## config.mk

```make
export PLATFORM = sky130hd
export DESIGN_NAME = c8_ctrl
export DESIGN_NICKNAME = d
export VERILOG_FILES = /design/src/hw/rtl/c8_pkg.sv /design/src/hw/rtl/c8_ctrl.sv
export SDC_FILE = /design/constraint.sdc
export NUM_CORES = 1
export LEC_CHECK = 0
export BUFFER_PORTS_ARGS = -buffer_cell sky130_fd_sc_hd__buf_2
export CORE_ASPECT_RATIO = 1.25
export CORE_MARGIN = 1.5
export CORE_UTILIZATION = 45
export CTS_BUF_LIST = sky130_fd_sc_hd__clkbuf_8
export CTS_CLUSTER_DIAMETER = 150
export DETAILED_ROUTE_END_ITERATION = 12
export HOLD_SLACK_MARGIN = 0.05
export PLACE_DENSITY = 0.94
export SYNTH_ARGS = -nofsm -noshare
export SYNTH_HDL_FRONTEND = slang
export SYNTH_SLANG_ARGS = --single-unit
```

## constraint.sdc

```tcl
create_clock -name aclk -period 2.35 [get_ports aclk]
set_clock_uncertainty 0.15 [all_clocks]
set_input_delay 0.3525 -clock aclk [delete_from_list [all_inputs] [get_ports aclk]]
set_output_delay 0.3525 -clock aclk [all_outputs]
set_load 0.01 [all_outputs]
```

## src/hw/rtl/c8_pkg.sv

```systemverilog
// ----------------------------------------------------------------------------
// c8_pkg
// Shared types, sizes and decode helpers of the CHIP-8 instruction core.
// ----------------------------------------------------------------------------
package c8_pkg;

    localparam int MEM_BYTES   = 4096;
    localparam int MEM_AW      = $clog2(MEM_BYTES);
    localparam int STACK_DEPTH = 16;
    localparam int STK_AW      = (STACK_DEPTH > 1) ? $clog2(STACK_DEPTH) : 1;
    localparam int DEPTH_W     = $clog2(STACK_DEPTH + 1);
    localparam int KEY_WINDOW  = 10;
    localparam int KW_AW       = (KEY_WINDOW > 1) ? $clog2(KEY_WINDOW) : 1;

    localparam int S_DATA_W = 48;
    localparam int M_DATA_W = 56;

    localparam logic [11:0] START_RESET = 12'd512;
    localparam logic [3:0]  BCD_LAST    = 4'd2;

    localparam logic [15:0] OP_CLS = 16'h00e0;
    localparam logic [15:0] OP_RET = 16'h00ee;

    localparam logic [3:0] OP_SYS  = 4'h0;
    localparam logic [3:0] OP_JP   = 4'h1;
    localparam logic [3:0] OP_CALL = 4'h2;
    localparam logic [3:0] OP_SEI  = 4'h3;
    localparam logic [3:0] OP_SNEI = 4'h4;
    localparam logic [3:0] OP_SER  = 4'h5;
    localparam logic [3:0] OP_LDI  = 4'h6;
    localparam logic [3:0] OP_ADDI = 4'h7;
    localparam logic [3:0] OP_ALU  = 4'h8;
    localparam logic [3:0] OP_SNER = 4'h9;
    localparam logic [3:0] OP_LDIX = 4'ha;
    localparam logic [3:0] OP_JPV0 = 4'hb;
    localparam logic [3:0] OP_RND  = 4'hc;
    localparam logic [3:0] OP_DRW  = 4'hd;
    localparam logic [3:0] OP_KEY  = 4'he;
    localparam logic [3:0] OP_MISC = 4'hf;

    localparam logic [3:0] ALU_MOV = 4'h0;
    localparam logic [3:0] ALU_OR  = 4'h1;
    localparam logic [3:0] ALU_AND = 4'h2;
    localparam logic [3:0] ALU_XOR = 4'h3;
    localparam logic [3:0] ALU_ADD = 4'h4;
    localparam logic [3:0] ALU_SUB = 4'h5;
    localparam logic [3:0] ALU_SHR = 4'h6;
    localparam logic [3:0] ALU_SBN = 4'h7;
    localparam logic [3:0] ALU_SHL = 4'he;

    localparam logic [7:0] KK_SKP  = 8'h9e;
    localparam logic [7:0] KK_SKNP = 8'ha1;
    localparam logic [7:0] KK_GDT  = 8'h07;
    localparam logic [7:0] KK_WKEY = 8'h0a;
    localparam logic [7:0] KK_SDT  = 8'h15;
    localparam logic [7:0] KK_SST  = 8'h18;
    localparam logic [7:0] KK_ADDI = 8'h1e;
    localparam logic [7:0] KK_FONT = 8'h29;
    localparam logic [7:0] KK_BCD  = 8'h33;
    localparam logic [7:0] KK_SAVE = 8'h55;
    localparam logic [7:0] KK_REST = 8'h65;

    localparam logic [1:0] ST_OK   = 2'd0;
    localparam logic [1:0] ST_HALT = 2'd1;
    localparam logic [1:0] ST_WAIT = 2'd2;

    typedef enum logic [2:0] {
        REQ_LOAD, REQ_EXEC, REQ_TICK, REQ_KEYS, REQ_COLL
    } req_t;

    typedef enum logic [2:0] {
        MEM_NONE, MEM_RD_PC, MEM_RD_PC1, MEM_RD_IK,
        MEM_WR_LOAD, MEM_WR_BCD, MEM_WR_REG
    } mem_op_t;

    typedef enum logic [1:0] {RSEL_X, RSEL_Y, RSEL_K} rsel_t;

    typedef enum logic [3:0] {
        S_IDLE, S_DISPATCH, S_SIMPLE, S_FETCH_HI, S_FETCH_LO, S_WAIT_LO,
        S_READ_X, S_READ_Y, S_EXEC, S_ROW_ADDR, S_ROW_PUSH, S_BCD,
        S_SAVE, S_LOAD_ADDR, S_LOAD_DATA, S_FINISH
    } state_t;

    typedef struct packed {
        logic    accept;
        mem_op_t mem_op;
        rsel_t   rsel;
        logic    lat_hi;
        logic    lat_lo;
        logic    lat_vx;
        logic    lat_vy;
        logic    exec;
        logic    simple;
        logic    push_row;
        logic    load_reg;
        logic    k_clr;
        logic    k_inc;
        logic    finish;
    } cmd_t;

    typedef struct packed {
        logic [2:0] req;
        logic [3:0] op_hi;
        logic [3:0] x;
        logic [3:0] n;
        logic [7:0] kk;
        logic [3:0] k;
        logic       halted;
        logic       can_push;
    } stat_t;

    function automatic logic is_row(logic [3:0] hi, logic [3:0] n);
        return (hi == OP_DRW) && (n != 4'd0);
    endfunction

    function automatic logic is_walk(logic [3:0] hi, logic [7:0] kk);
        return (hi == OP_MISC) && ((kk == KK_BCD) || (kk == KK_SAVE) || (kk == KK_REST));
    endfunction

endpackage

```

## src/hw/rtl/c8_ctrl.sv

```systemverilog
// ----------------------------------------------------------------------------
// c8_ctrl
// Sequencer: accepts requests, walks fetch, decode and multi-cycle steps.
// ----------------------------------------------------------------------------
module c8_ctrl (
    input  logic           aclk,
    input  logic           aresetn,
    input  logic           s_tvalid,
    output logic           s_tready,
    input  c8_pkg::stat_t  stat,
    output c8_pkg::cmd_t   cmd
);
    import c8_pkg::*;

    state_t state_reg, state_next;
    logic   row_last;

    assign row_last = (stat.k == stat.n - 4'd1);

    always_ff @(posedge aclk) begin
        if (!aresetn) begin
            state_reg <= S_IDLE;
        end else begin
            state_reg <= state_next;
        end
    end

    always_comb begin
        state_next = state_reg;
        case (state_reg)
            S_IDLE: begin
                if (s_tvalid) state_next = S_DISPATCH;
            end
            S_DISPATCH: begin
                if (stat.req == REQ_EXEC && !stat.halted) state_next = S_FETCH_HI;
                else state_next = S_SIMPLE;
            end
            S_SIMPLE: begin
                if (stat.can_push) state_next = S_IDLE;
            end
            S_FETCH_HI: state_next = S_FETCH_LO;
            S_FETCH_LO: state_next = S_WAIT_LO;
            S_WAIT_LO:  state_next = S_READ_X;
            S_READ_X:   state_next = S_READ_Y;
            S_READ_Y:   state_next = S_EXEC;
            S_EXEC: begin
                if (is_row(stat.op_hi, stat.n)) begin
                    state_next = S_ROW_ADDR;
                end else if (is_walk(stat.op_hi, stat.kk)) begin
                    case (stat.kk)
                        KK_BCD:  state_next = S_BCD;
                        KK_SAVE: state_next = S_SAVE;
                        default: state_next = S_LOAD_ADDR;
                    endcase
                end else if (stat.can_push) begin
                    state_next = S_IDLE;
                end
            end
            S_ROW_ADDR: state_next = S_ROW_PUSH;
            S_ROW_PUSH: begin
                if (stat.can_push) state_next = row_last ? S_IDLE : S_ROW_ADDR;
            end
            S_BCD: begin
                if (stat.k == BCD_LAST) state_next = S_FINISH;
            end
            S_SAVE: begin
                if (stat.k == stat.x) state_next = S_FINISH;
            end
            S_LOAD_ADDR: state_next = S_LOAD_DATA;
            S_LOAD_DATA: state_next = (stat.k == stat.x) ? S_FINISH : S_LOAD_ADDR;
            S_FINISH: begin
                if (stat.can_push) state_next = S_IDLE;
            end
            default: state_next = S_IDLE;
        endcase
    end

    always_comb begin
        cmd        = '0;
        cmd.mem_op = MEM_NONE;
        cmd.rsel   = RSEL_X;
        s_tready   = 1'b0;
        case (state_reg)
            S_IDLE: begin
                s_tready   = 1'b1;
                cmd.accept = s_tvalid;
            end
            S_SIMPLE: begin
                if (stat.can_push) begin
                    cmd.simple = 1'b1;
                    if (stat.req == REQ_LOAD) cmd.mem_op = MEM_WR_LOAD;
                end
            end
            S_FETCH_HI: cmd.mem_op = MEM_RD_PC;
            S_FETCH_LO: begin
                cmd.lat_hi = 1'b1;
                cmd.mem_op = MEM_RD_PC1;
            end
            S_WAIT_LO: cmd.lat_lo = 1'b1;
            S_READ_X: begin
                cmd.rsel   = RSEL_X;
                cmd.lat_vx = 1'b1;
            end
            S_READ_Y: begin
                cmd.rsel   = RSEL_Y;
                cmd.lat_vy = 1'b1;
            end
            S_EXEC: begin
                if (is_row(stat.op_hi, stat.n) || is_walk(stat.op_hi, stat.kk) ||
                    stat.can_push) begin
                    cmd.exec  = 1'b1;
                    cmd.k_clr = 1'b1;
                end
            end
            S_ROW_ADDR: cmd.mem_op = MEM_RD_IK;
            S_ROW_PUSH: begin
                if (stat.can_push) begin
                    cmd.push_row = 1'b1;
                    cmd.k_inc    = 1'b1;
                end
            end
            S_BCD: begin
                cmd.mem_op = MEM_WR_BCD;
                cmd.k_inc  = 1'b1;
            end
            S_SAVE: begin
                cmd.rsel   = RSEL_K;
                cmd.mem_op = MEM_WR_REG;
                cmd.k_inc  = 1'b1;
            end
            S_LOAD_ADDR: cmd.mem_op = MEM_RD_IK;
            S_LOAD_DATA: begin
                cmd.load_reg = 1'b1;
                cmd.k_inc    = 1'b1;
            end
            S_FINISH: cmd.finish = stat.can_push;
            default: cmd = '0;
        endcase
    end
endmodule

```

# Word level (Yosys, flattened, before mapping)
# Index checks and enable logic that the tools add are counted.
# totals
regBits,4
latch_bits,0
ram_bits,0
romBits,0
input_bits,32
out_inout_bits,18
word_cells,75
mem_count,0
# op_classes
n_addsub,1
n_mul,0
div_mod_pow,0
magnitude_cmp,0
n_eq_ne,28
shifts,0
mux,30
bitwise,0
reduce_logical,15
# ops
op,n
case mux 4 bit (15 select lines),1
== test 4 bit (second input constant),10
2-to-1 mux 4 bit,8
case mux 3 bit (6 select lines),1
== test 4 x 3 -> 1 bit (second input constant),4
== test 8 x 7 -> 1 bit (second input constant),2
2-to-1 mux 1 bit,14
== test 4 x 2 -> 1 bit (second input constant),3
== test 4 bit,2
== test 8 x 6 -> 1 bit (second input constant),1
inequality test 2 bit (second input constant),4
2-to-1 mux 3 bit,2
case mux 3 bit (2 select lines),1
== test 4 x 1 -> 1 bit (second input constant),1
logical NOT 4 bit,1
logical OR 1 bit,4
case mux 2 bit (2 select lines),1
AND reduction 4 bit,1
nonzero test 4 bit,1
OR reduction 2 bit,2
subtractor 4 x 1 -> 4 bit (second input constant),1
== test 3 x 1 -> 1 bit (second input constant),1
logical AND 1 bit,3
logical NOT 3 bit,1
other kinds (4),4

# Longest topological paths before layout
# depth
word_depth,8
ltp_mapped,7

# Least setup slack after synthesis
# OpenSTA, ideal clock, no wires.
# synth_path
path_kind,register -> output
from,reg state_reg[2]
to,out cmd[15] (netlist bit)
t_arrival_ps,1436
t_required_ps,1847
setup_slack_ps,411
path_stages_with_launch,5
n_path_buf,2
path_cell_list,dfxtp_1 > clkbuf_1 > clkbuf_1 > nor4_1 > a22o_1
# synth_rtl
element,line,source
"start, declared",c8_ctrl.sv:15,"state_t state_reg, state_next;"
"start signal, assigned",c8_ctrl.sv:24,state_reg <= state_next;
"end, declared",c8_ctrl.sv:11,output c8_pkg::cmd_t cmd

==> qor.csv <==
stage,metric,value,unit
run_status,status,finished clean,
placed_design,# placed instances,176,
layout,"commonest non-fill, non-tap cell in the layout",buf_2,
global_route,first-pass GRT wire length,3443,um
synth,sequential area share after synthesis,10.27,%
clock_network,CTS Sinks,4,
drt,DR WL/cell,12.26,um
layout,max reg flops,4,
synth,count of cell types in the netlist,48,
setup_path,WS Path Type,flip-flop to output port,
synth,Syn Std Cell Area,779.5,um2
layout,# fillers,138,
global_route,initial antenna violation count,0,
pwr,Cell Int Power,0.0002370,W
pwr,switch share,30.21,%
placed_design,gpl congestion,0.9906,
pwr,Net Sw Power,0.0001026,W
pwr,overall power,0.0003396,W
clock_network,CTS tree,done,
sta,Fmax,464.3,MHz
layout,layout cell share with drive strength beyond 1,34.78,%
global_route,largest net degree at the start of global routing,19,
floorplan,Die H,49.53,um
sta,setup tns final,0,ps
floorplan,core box area,1602,um2
drt,DRT Wirelength,2194,um
synth,"FFs w/ async S/R, synth",0,%
clock_network,worst skew pair latency,220,ps
synth,Gate Count Post-Synth,116,
floorplan,row count,16,
layout,most frequent cells in the layout,"buf_2, nand2_1, nor2_1, xnor2_1, nor3_1",
pwr,Power Dens Cells,321.5,nW/um2
setup_path,worst path arrival time,1650,ps
layout,Finished Layout Cells,179,
clock_network,CTS Buffer Depth,2,
clock_network,post-CTS sizing,0,
floorplan,Initial Util,48.67,%
setup_path,Buf/Inv on CP,1,
job,total of max-cap violations,0,
sta,slew margin rel.,64.21,%
pwr,worst vdd ir,0.0002841,V
pwr,Pleak,0.4795,nW
synth,"Top FF cell, synth",dfxtp_1,
placed_design,number of port buffers,49,
sta,Final Cycle Share,91.64,%
clock_network,cts hold-fix bufs,0,
clock_network,# Post-CTS Setup Buffers,0,
drt,number of routed nets with antenna violations,0,
synth,Syn Nets,149,
global_route,vias in the first global route,875,
clock_network,CTS root buffer,clkbuf_8,
clock_network,CTS buffer count,3,
synth,Syn. warnings,0,
sta,minimum clock period after layout,2154,ps
pwr,clock network power share,43.9,%
setup_path,Critical Path Max Stage Delay,590,ps
floorplan,IO Count,50,
floorplan,Chip Width,40.23,um
floorplan,die footprint,1992,um2
drt,vias per inst,5.855,
placed_design,Place WS,325.5,ps
layout,NumNets Final,196,
pwr,Comb pwr share,32.3,%
sta,setup ws final,196.4,ps
setup_path,Top delay family on crit path,flip-flops,
synth,Synth Register Bits,4,
drt,via count,1048,
sta,RSZ-0062 raised after global routing,false,
drt,drt drc,0,
global_route,grt ovf,0,
sta,Final Hold Violating Endpoints,0,
placed_design,post-DP HPWL,1779,um
sta,fin. max-slew vios,0,
clock_network,H-tree Lvls,1,
synth,number of synthesized flops with an enable pin,0,
synth,"Avg Cell Area, Syn",6.720,um2
layout,Area Overhead vs Synth,35.47,%
setup_path,Worst setup SP type,flip-flop,
min_path,HP Class,input pin to flip-flop,
drt,first-iteration detailed-routing DRC count,20,
clock_network,Worst-path clk slew,30,ps
sta,Least-Margin Pin Slew,532.0,ps
global_route,Tot GR Track Use,24.10,%
setup_path,Critical Path RT,1850,ps
setup_path,worst-path fanout max,14,
pwr,sequential power share,23.8,%
drt,Pre-antenna DRT Iters,4,
sta,endpoints failing setup,0,
setup_path,CP cell instances,nand2b_1 -> nor4_1 -> a22o_1 -> buf_2,
setup_path,element type at the critical path end,output port,
setup_path,Worst path slowest cell,dfxtp_1,
layout,n_diodes,0,
-- power groups by stage --
stage / sequential (W) / clock [W] / combinational [W]
after floorplan: 0.0000725 / 0 / 0.0000694
after global placement: 0.0000813 / 0 / 0.000104
after detailed placement: 0.0000814 / 0 / 0.000109
after CTS: 0.0000806 / 0.000151 / 0.000110
after global routing: 0.0000818 / 0.000155 / 0.000120
final: 0.0000808 / 0.000149 / 0.000110
-- stage by stage --
step	area, um2	hold WS, ps	utilization, %
2_1_floorplan	779.5	334.4	-
3_3_place_gp	1015	478.8	63.36
3_5_place_dp	1015	482.1	63.36
4_1_cts	1056	247.8	65.94
5_1_grt	1056	252.9	65.94
6_report	1056	269.4	65.94
-- metal layers --
metal | vias up | global-route usage (%) | wire (um)
met5 | - | 0 | 0
met4 | 0 | 11.11 | 61
met3 | 8 | 2.703 | 216
met2 | 85 | 43.28 | 1079
met1 | 435 | 25.83 | 836
li1 | 520 | - | -
-- layout make-up --
class	count	area [um2]	share of cell area, %
multi-input cells	98	636.9	60.31
inverters	6	22.52	2.133
repair buffers	50	252.7	23.93
flip-flops and latches	4	80.08	7.583
well taps	18	22.52	2.133
clock buffers	3	41.29	3.910
-- Yosys cell counts, types with 3 or more instances --
cell type | n | area share (%)
nor3_1 | 7 | 4.5
inv_1 | 5 | 2.4
nand2_1 | 14 | 6.7
nor4bb_1 | 3 | 3.9
nor4_1 | 3 | 2.4
nand3_1 | 3 | 1.9
dfxtp_1 | 4 | 10
xnor2_1 | 9 | 10
clkbuf_1 | 4 | 1.9
a21oi_1 | 4 | 2.6
nor2_1 | 14 | 6.7
-- path summary, 6_finish.rpt --
kind | from | endpoint | slack, ps | cells after the start
max | state_reg[1] | cmd[15] | 200 | 4
min | aresetn | state_reg[1] | 270 | 2
max reg2reg | state_reg[1] | state_reg[0] | 460 | 5
min reg2reg | state_reg[1] | state_reg[1] | 640 | 2
-- cell families after synthesis --
logic type | share of synthesized area [%]
buffers and inverters | 8.024
AND/OR/NAND/NOR | 38.85
AO/OA/AOI/OAI | 27.61
flip-flops | 10.27
XOR/XNOR | 12.36
multiplexers | 1.284
adder cells (fa/ha/maj) | 1.605
(Power assumes the default switching activity.)
